`config.mk`:
```
export PLATFORM = sky130hd
export DESIGN_NAME = sle_cell
export DESIGN_NICKNAME = d
export VERILOG_FILES = /design/src/rtl/sle_pkg.sv /design/src/rtl/sle_cell.sv
export SDC_FILE = /design/constraint.sdc
export NUM_CORES = 1
export LEC_CHECK = 0
export ABC_AREA = 1
export ABC_CLOCK_PERIOD_IN_PS = 2500
export BUFFER_PORTS_ARGS = -buffer_cell sky130_fd_sc_hd__clkbuf_2
export CAP_MARGIN = 20
export CORE_ASPECT_RATIO = 1.25
export CORE_MARGIN = 5
export CORE_UTILIZATION = 40
export CTS_BUF_LIST = sky130_fd_sc_hd__clkbuf_8
export DETAILED_ROUTE_END_ITERATION = 12
export GPL_ROUTABILITY_DRIVEN = 0
export PLACE_DENSITY = 0.86
export SLEW_MARGIN = 20
export SYNTH_ARGS = -nofsm -noshare
export SYNTH_HDL_FRONTEND = slang
export SYNTH_SLANG_ARGS = --single-unit
```
`constraint.sdc`:
```
create_clock -name i_clk -period 2.5 [get_ports i_clk]
set_input_delay 0.25 -clock i_clk [delete_from_list [all_inputs] [get_ports i_clk]]
set_output_delay 0.25 -clock i_clk [all_outputs]
set_load 0.03 [all_outputs]
```
`src/rtl/sle_pkg.sv`:
```
// ----------------------------------------------------------------------------
// sle_pkg: shared definitions for the sorted list engine
// Command codes and the control bundle that the top level sends to every cell.
// ----------------------------------------------------------------------------
package sle_pkg;

    localparam int unsigned CMD_W = 2;

    typedef logic [CMD_W-1:0] t_cmd;

    localparam t_cmd CMD_INSERT = 2'd0;
    localparam t_cmd CMD_REMOVE = 2'd1;
    localparam t_cmd CMD_LOOKUP = 2'd2;
    localparam t_cmd CMD_CLEAR  = 2'd3;

    localparam int unsigned TOTAL_W = 7;

    // Control broadcast to every cell in the row.
    typedef struct packed {
        logic cmp_en;   // latch compare flags against the incoming key
        logic ins;      // open a gap and insert the key
        logic rmv;      // close the gap at the first equal entry
        logic clr;      // drop every entry
    } t_cell_ctl;

endpackage

```
`src/rtl/sle_cell.sv`:
```
// ----------------------------------------------------------------------------
// sle_cell: one slot of the sorted list
// Holds one entry and its valid bit, compares it against the request key and
// moves data to or from its neighbors on insert and remove.
// ----------------------------------------------------------------------------
module sle_cell
    import sle_pkg::*;
#(
    parameter int unsigned DATA_WIDTH = 32
) (
    input  logic                  i_clk,
    input  logic                  i_rst_n,
    input  t_cell_ctl             i_ctl,
    input  logic [DATA_WIDTH-1:0] i_cmp_key,
    input  logic [DATA_WIDTH-1:0] i_ins_key,
    input  logic [DATA_WIDTH-1:0] i_left_data,
    input  logic                  i_left_valid,
    input  logic                  i_left_place,
    input  logic [DATA_WIDTH-1:0] i_right_data,
    input  logic                  i_right_valid,
    output logic [DATA_WIDTH-1:0] o_data,
    output logic                  o_valid,
    output logic                  o_place,
    output logic                  o_eq
);

    logic [DATA_WIDTH-1:0] r_data;
    logic [DATA_WIDTH-1:0] n_data;
    logic                  r_valid;
    logic                  n_valid;
    logic                  r_place;
    logic                  r_eq;

    // Decide this slot's next content from the latched flags.
    always_comb begin
        n_data  = r_data;
        n_valid = r_valid;
        if (i_ctl.clr) begin
            n_valid = 1'b0;
        end else if (i_ctl.ins) begin
            if (i_left_place) begin
                n_data  = i_left_data;
                n_valid = i_left_valid;
            end else if (r_place) begin
                n_data  = i_ins_key;
                n_valid = 1'b1;
            end
        end else if (i_ctl.rmv) begin
            if (r_place) begin
                n_data  = i_right_data;
                n_valid = i_right_valid;
            end
        end
    end

    always_ff @(posedge i_clk) begin
        r_data <= n_data;
    end

    always_ff @(posedge i_clk) begin
        if (!i_rst_n) begin
            r_valid <= 1'b0;
            r_place <= 1'b0;
            r_eq    <= 1'b0;
        end else begin
            r_valid <= n_valid;
            if (i_ctl.cmp_en) begin
                // An empty slot counts as a place where the key fits.
                r_place <= ~r_valid | (r_data >= i_cmp_key);
                r_eq    <= r_valid & (r_data == i_cmp_key);
            end
        end
    end

    assign o_data  = r_data;
    assign o_valid = r_valid;
    assign o_place = r_place;
    assign o_eq    = r_eq;

endmodule

```
### Word level (Yosys, flattened, before mapping)

Cells that the tools add are included.

| word-level totals | value |
|---|---|
| register bits after elaboration | 35 |
| bits of input ports | 137 |
| output and inout bits | 35 |
| logic and storage cells | 27 |

| cells by class | value |
|---|---|
| $lt $le $gt $ge | 1 |
| equality and inequality tests | 1 |
| muxes and demuxes | 10 |
| bitwise logic cells | 5 |
| reductions and logical operators | 6 |

Operators by type and width:

| cell | count |
|---|---|
| 2-to-1 mux 32 bit | 5 |
| == test 32 bit | 1 |
| greater-or-equal comparator 32 bit | 1 |
| nonzero test 2 bit | 3 |
| 2-to-1 mux 1 bit | 5 |
| AND reduction 4 bit | 1 |
| NOT 1 bit | 3 |
| AND reduction 3 bit | 1 |
| OR reduction 2 bit | 1 |
| AND 1 bit | 1 |
| OR 1 bit | 1 |

### Depth between registers and ports, before layout

Gate-level depths: netlist of run 1.

| logic depth | value |
|---|---|
| depth in word-level cells | 3 |
| gate-level depth with buffers | 13 |
| depth with buffers taken out | 13 |

### Worst setup path before layout of run 1

OpenSTA, ideal clock, no wires.

| timing path | value |
|---|---|
| path kind | flip-flop to flip-flop |
| start point | register r_place, in the netlist o_place |
| end point | register r_data[0], in the netlist o_data[0], enable pin |
| library setup time | 0.432 ns |
| arrival | 2.253 ns |
| required time | 2.068 ns |
| path slack | -0.186 ns |
| cell stages (with the launch flop) | 3 |
| buffers on the path | 0 |
| period minus slack after synthesis | 2.686 ns |
| path through | dfxtp_1 -> o21ai_1 -> a21oi_1 |

| on the way | value |
|---|---|
| word-level cells in the longest chain between the ends | 2 |
| elaborated cells on any way between the ends | 3 |
| classes of those cells | 3 x reduce/logical |

RTL lines:

| item | RTL line | source |
|---|---|---|
| start: declaration | sle_cell.sv:31 | `logic r_place;` |
| start signal: assignment | sle_cell.sv:69 | `r_place <= ~r_valid \| (r_data >= i_cmp_key);` |
| nonzero test 2 bit (no source line) | - |  |
| AND reduction 4 bit (no source line) (*) | - |  |
| end signal: assignment | sle_cell.sv:57 | `r_data <= n_data;` |
| end: declaration | sle_cell.sv:27 | `logic [DATA_WIDTH-1:0] r_data;` |

Mark *: on every way between the ends. The rest lies on a longest branch, timed or not.
A chain may end at the register's enable or synchronous reset.

### Worst setup path after layout of run 1

| timing path | value |
|---|---|
| start point | register r_data[23], in the netlist o_data[23] |
| end point | register r_place, in the netlist o_place |

| on the way | value |
|---|---|
| word-level cells in the longest chain between the ends | 2 |

RTL lines:

| item | RTL line |
|---|---|
| greater-or-equal comparator 32 bit | sle_cell.sv:69 |
| OR 1 bit | sle_cell.sv:69 |

Every way passes these cells.

==> results of run 1 <==
power groups by stage:
| stage | clock (mW) | sequential, mW | combinational [mW] |
|---|---|---|---|
| 3_5_place_dp | 0 | 0.717 | 0.455 |
| 5_1_grt | 0.431 | 0.707 | 0.511 |
| 4_1_cts | 0.397 | 0.704 | 0.458 |
| 3_3_place_gp | 0 | 0.715 | 0.436 |
| 6_report | 0.386 | 0.704 | 0.453 |
| 2_1_floorplan | 0 | 0.776 | 0.200 |
worst max path at each step:
stage / start / endpoint / slack, ns / depth (start not counted)
CTS: o_data[27] / o_place / 1.0 / 9
global route: o_data[19] / o_place / 0.82 / 9
detailed placement: i_ctl[2] / o_data[10] / 0.76 / 4
finish: o_data[23] / o_place / 1.00 / 9
global placement: i_ctl[2] / o_data[30] / 0.89 / 4
floorplan: o_place / o_data[0] / 0.43 / 2
routing by layer:
metal,share of wire,wire length [µm],vias up,global-route usage
met5,0,0,-,0
met4,0.027,224,0,0.0792
met3,0.067,560,20,0.0335
met2,0.54,4540,128,0.377
met1,0.36,3030,1308,0.205
li1,-,-,1480,-
worst max-delay path, cell delays in order (launching register included):
cell      delay, ns
edfxtp_1       0.41
ha_1           0.33
nand2_2        0.08
nor2_4         0.11
nand2_2        0.07
nor2_4         0.13
nand2_1        0.07
nand2_1        0.06
nor2_1         0.04
a21oi_2        0.12
state kept, by name (all words and copies together), names as in the netlist:
name / flops
o_place: 1
o_valid: 1
o_eq: 1
o_data: 32
through the flow:
step	hold WS, ns	area, µm²
after global routing	0.192	3680
after floorplan	0.329	2660
final	0.195	3680
after CTS	0.187	3680
after detailed placement	0.472	3600
after global placement	0.453	3600
cells in the final DEF (no fill, tap or decap), drive strengths merged:
cell,count
o22ai,1
inv,49
nor2,47
o21ai,67
edfxtp,32
clkbuf,176
ha,32
a31oi,1
clkinv,2
a21oi,15
nor3,1
nand3,4
a21boi,1
a21o,2
nand2,80
buf,4
dfxtp,3
logic make-up (layout without fill, tap and decap cells):
family	after synthesis	count (layout)	share of synthesized area
AO/OA/AOI/OAI	87	87	0.169
adder cells (fa/ha/maj)	32	32	0.151
buffers and inverters	61	231	0.0901
flip-flops	35	35	0.385
AND/OR/NAND/NOR	132	132	0.204
area by class of cell:
class / instances / area [µm²]
Timing Repair Buffer: 175 / 886
Clock inverter: 3 / 11.3
Multi-Input combinational cell: 251 / 1400
Clock buffer: 5 / 68.8
Tap cell: 87 / 109
Fill cell: 640 / 2850
Sequential cell: 35 / 1020
Inverter: 48 / 180
==> metrics.md, run 1 <==
| Metric | Value |
|---|---|
| Status | finished, final reports clean |
| Crit. End Element | flip-flop |
| Clock power share | 0.250 |
| RSZ-0062 raised after global routing | no |
| Final Util | 0.564 |
| Setup Skew | 0.00893 ns |
| Slew @ Worst Pin | 1.03 ns |
| Nets | 685 |
| FMAX | 668 MHz |
| Drt pass-1 iters | 4 |
| Total CTS buffers | 5 |
| Share of layout cells above drive strength 1 | 0.373 |
| CTS resizes | 0 |
| Top-count cell post-synth | nand2_1 |
| Post-CTS setup buffer count | 0 |
| Distinct cells, synth | 22 |
| Routed wire length | 8350 µm |
| WP data arrival | 1.71 ns |
| Total power | 1.54 mW |
| Max VDD drop | 0.266 mV |
| # IOs | 172 |
| Int Pwr | 1.06 mW |
| CTS Buffer Depth | 2 |
| Hold Crit Endpoint | o_valid |
| Core area | 6520 µm² |
| Worst Hold Launch | i_ctl[0] |
| Final setup margin | 1.00 ns |
| Vias in the first global route | 3,133 |
| Most used DFF post-synth | edfxtp_1 |
| #FFs+latches synth | 35 |
| Combinational share of power | 0.294 |
| First-pass GRT wire length | 13,400 µm |
| # diodes | 0 |
| Total grt overflow | 0 |
| Maxcap violations | 0 |
| Worst Path Max Fanout | 3 |
| Clock slew at the register clock pins of the worst setup and hold paths | 0.08 ns |
| Number of synthesized flops with an enable pin | 32 |
| Final period util | 0.599 |
| Root Buffer | clkbuf_8 |
| Post-synthesis net count | 516 |
| Critical path class | flip-flop to flip-flop |
| RR Endpoint | o_place |
| Area Growth Syn to Fin | 38.7% |
| Crit path time final | 1.50 ns |
| Flop pwr share | 0.456 |
| Die ar. | 8370 µm² |
| DRT iter0 DRCs | 113 |
| Mean Syn Cell Area | 7.64 µm² |
| Synth async-reset ratio | 0 |
| Die X | 82.8 µm |
| CP Launch Type | flip-flop |
| Num Clock Sinks | 35 |
| Worst path required time | 2.72 ns |
| Leak pwr | 1.99 nW |
| Dpl ws | 0.757 ns |
| Die height | 101 µm |
| Yosys top cell area share | 0.362 |
| HPWL after DPL | 6820 µm |
| # H-tree levels | 2 |
| Pin count of the biggest net entering global routing | 33 |
| Top cells by area, synth | edfxtp_1, ha_1, nand2_1 |
| Post-synthesis cell count | 347 |
| Pwr dens | 419 nW/µm² |
| TritonCTS clock tree | done |
| Clk Latency, worst-skew pair | 0.28 ns |
| Setup Total Neg Slack | 0 ns |
| Hold depth | 2 |
| GRT Total Usage | 0.194 |
| P_sw | 0.485 mW |
| Non-filler instance count after layout | 604 |
| Via count | 2,936 |
| Post-synth top cells | nand2_1, inv_1, nor2_1, o21ai_0 |
| Syn Std Cell Area | 2650 µm² |
| Placed insts | 596 |
| FF-to-FF Start | o_data[23] |
| Remaining DRCs | 0 |
| Antenna violations before repair | 0 |
| Most area-hungry cell type in the Yosys netlist | edfxtp_1 |
| DR WL/cell | 13.8 µm |
| Routed Antenna Nets | 0 |
| Final Hold Fails | 0 |
| Warnings from Yosys | 0 |
| Slew margin rel. | 0.314 |
| Sw frac | 0.314 |
| Final Slew Violations | 0 |
| Hold crit path type | input port to flip-flop |
| Hold buffer count at cts | 0 |
| R2R setup slack | 1.00 ns |
| R2r worst-path depth | 9 |
| Setup Viol. Count Final | 0 |
| Vias per cell | 4.86 |
| IO Port Bufs | 171 |
| # rows | 33 |
| Initial Util | 0.406 |
| Seq/Total Area, Yosys | 0.385 |
(Power assumes the default switching activity.)
==> run 2, diff against run 1 <==
--- a/config.mk
+++ b/config.mk
@@ -6,16 +6,16 @@
 export NUM_CORES = 1
 export LEC_CHECK = 0
 export ABC_AREA = 1
-export ABC_CLOCK_PERIOD_IN_PS = 2500
+export ABC_CLOCK_PERIOD_IN_PS = 1550
 export BUFFER_PORTS_ARGS = -buffer_cell sky130_fd_sc_hd__clkbuf_2
 export CAP_MARGIN = 20
 export CORE_ASPECT_RATIO = 1.25
 export CORE_MARGIN = 5
-export CORE_UTILIZATION = 40
+export CORE_UTILIZATION = 44
 export CTS_BUF_LIST = sky130_fd_sc_hd__clkbuf_8
 export DETAILED_ROUTE_END_ITERATION = 12
 export GPL_ROUTABILITY_DRIVEN = 0
-export PLACE_DENSITY = 0.86
+export PLACE_DENSITY = 0.89
 export SLEW_MARGIN = 20
 export SYNTH_ARGS = -nofsm -noshare
 export SYNTH_HDL_FRONTEND = slang
==> constraint.sdc (replaced) <==
create_clock -name i_clk -period 1.55 [get_ports i_clk]
set_input_delay 0.155 -clock i_clk [delete_from_list [all_inputs] [get_ports i_clk]]
set_output_delay 0.155 -clock i_clk [all_outputs]
set_load 0.03 [all_outputs]
==> metrics.md, run 2 (same netlist as run 1, synthesis figures left out) <==
| Metric | Value |
|---|---|
| Placed insts | 579 (-2.9%) |
| TritonCTS clock tree | done |
| # rows | 31 (-6.1%) |
| Routed length on met1 | 3170 µm (+4.6%) |
| Dpl ws | 0.0348 ns (-0.722 ns) |
| IO Port Bufs | 171 (unchanged) |
| Crit. End Element | flip-flop |
| Routed Antenna Nets | 0 (unchanged) |
| Total CTS buffers | 5 (unchanged) |
| Final period util | 0.976 (+0.377) |
| Worst path required time | 1.77 ns (-0.95 ns) |
| Status | finished, final reports clean |
| Die X | 79.4 µm (-4.1%) |
| Area Growth Syn to Fin | 49.8% |
| Remaining DRCs | 0 (unchanged) |
| Die ar. | 7690 µm² (-8.1%) |
| Core area | 5820 µm² (-11%) |
| Combinational share of power | 0.309 (+0.015) |
| WP data arrival | 1.73 ns (+0.02 ns) |
| Final setup margin | 0.0379 ns (-0.965 ns) |
| Via count | 3,019 (+2.8%) |
| Vias per cell | 5.08 (+4.6%) |
| Pwr dens | 684 nW/µm² (+63%) |
| # IOs | 172 (unchanged) |
| Critical path class | flip-flop to flip-flop |
| Total grt overflow | 0 (unchanged) |
| Final Util | 0.683 (+0.119) |
| Root Buffer | clkbuf_8 |
| RSZ-0062 raised after global routing | yes |
| DR WL/cell | 14.9 µm (+7.5%) |
| DRT iter0 DRCs | 219 (+94%) |
| HPWL after DPL | 7260 µm (+6.4%) |
| GRT Total Usage | 0.222 (+0.0286) |
| CP Launch Type | flip-flop |
| Maxcap violations | 0 (unchanged) |
| # diodes | 0 (unchanged) |
| Share of layout cells above drive strength 1 | 0.438 (+0.0642) |
| Hold crit path type | input port to flip-flop |
| Pin count of the biggest net entering global routing | 23 (-30%) |
| Setup Viol. Count Final | 0 (unchanged) |
| Non-filler instance count after layout | 594 (-1.7%) |
| Top routing layer in use | met4 |
| # H-tree levels | 2 (unchanged) |
| Antenna violations before repair | 0 (unchanged) |
| Setup Skew | 0.00616 ns (-0.00277 ns) |
| Total power | 2.72 mW (+76%) |
| Placed instance area | 3640 µm² (+1.3%) |
| P_sw | 0.847 mW (+75%) |
| Leak pwr | 2.08 nW (+4.2%) |
| DR WL met2 | 4700 µm (+3.7%) |
| Drt pass-1 iters | 7 (+3) |
| Vias in the first global route | 3,038 (-3.0%) |
| FMAX | 661 MHz (-0.99%) |
| Post-route cell area | 3970 µm² (+8.0%) |
| Initial Util | 0.456 (+0.0493) |
| Nets | 696 (+1.6%) |
| Num Clock Sinks | 35 (unchanged) |
| CTS Buffer Depth | 2 (unchanged) |
| Commonest cells after routing, fill and taps aside | clkbuf_2, nand2_1, inv_1 |
| Flop pwr share | 0.420 (-0.036) |
| Sw frac | 0.312 (-0.00275) |
| Worst Path Max Fanout | 2 (-1) |
| Int Pwr | 1.87 mW (+77%) |
| Clock slew at the register clock pins of the worst setup and hold paths | 0.07 ns (about the same) |
| First-pass GRT wire length | 13,600 µm (+1.8%) |
| Clk Latency, worst-skew pair | 0.28 ns (about the same) |
| Final Slew Violations | 0 (unchanged) |
| Crit path time final | 1.51 ns (+0.0149 ns) |
| Max VDD drop | 0.558 mV (+110%) |
| Final Hold Fails | 0 (unchanged) |
| Max reg flops | 32 (unchanged) |
| Clock power share | 0.271 (+0.021) |
| Slew @ Worst Pin | 0.300 ns (-0.727 ns) |
| Routed wire length | 8830 µm (+5.7%) |
| Commonest non-fill, non-tap cell in the layout | clkbuf_2 |
| Slew margin rel. | 0.798 (+0.483) |
| Die height | 96.8 µm (-4.2%) |
| Hold buffer count at cts | 0 (unchanged) |
| WL met3 | 634 µm (+13%) |
run 2: area by class of cell:
type / instances / area, µm²
inverters: 48 / 180
multi-input cells: 251 / 1580
repair buffers: 186 / 1010
well taps: 66 / 82.6
fillers: 454 / 1850
clock inverters: 1 / 3.75
flip-flops and latches: 35 / 1020
clock buffers: 7 / 96.3
run 2: worst paths after layout:
check	startpoint	end	slack, ns	depth (start not counted)
worst max-delay path	o_data[7]	o_place	0.04	9
worst min register to register	o_eq	o_eq	0.47	2
worst min-delay path	i_ctl[0]	o_valid	0.09	2
worst max register to register	o_data[7]	o_place	0.04	9
run 2: timing repair:
item                                    CTS  global route
resized for setup                         0            26
endpoints found under the setup margin    0             2
setup buffers                             0             7
run 2: worst max-delay path, cell delays in order, from the launching register on:
cell and delay, ns:
edfxtp_1 0.45, ha_4 0.30, nand2_1 0.09, nor2_2 0.14, nand2_2 0.08, nor2_4 0.11, nand2_1 0.05, nand2_1 0.07
nor2_1 0.05, a21oi_2 0.11
run 2: power by group through the flow:
stage	logic (mW)	registers, mW	clock network, mW
final	0.841	1.14	0.736
after detailed placement	0.764	1.16	0
after global routing	0.934	1.15	0.793
after floorplan	0.326	1.25	0
after global placement	0.733	1.15	0
after CTS	0.767	1.13	0.753
run 2: metal layers:
layer,vias up,track usage
met4,0,0.103
met2,139,0.397
met3,29,0.0446
met1,1350,0.246
li1,1501,-
met5,-,0
run 2: through the flow:
stage,hold WS [ns],TNS (ns)
6_report,0.0940,0
3_3_place_gp,0.382,0
4_1_cts,0.0847,0
3_5_place_dp,0.386,0
2_1_floorplan,0.234,-0.00394
5_1_grt,0.109,-0.0755
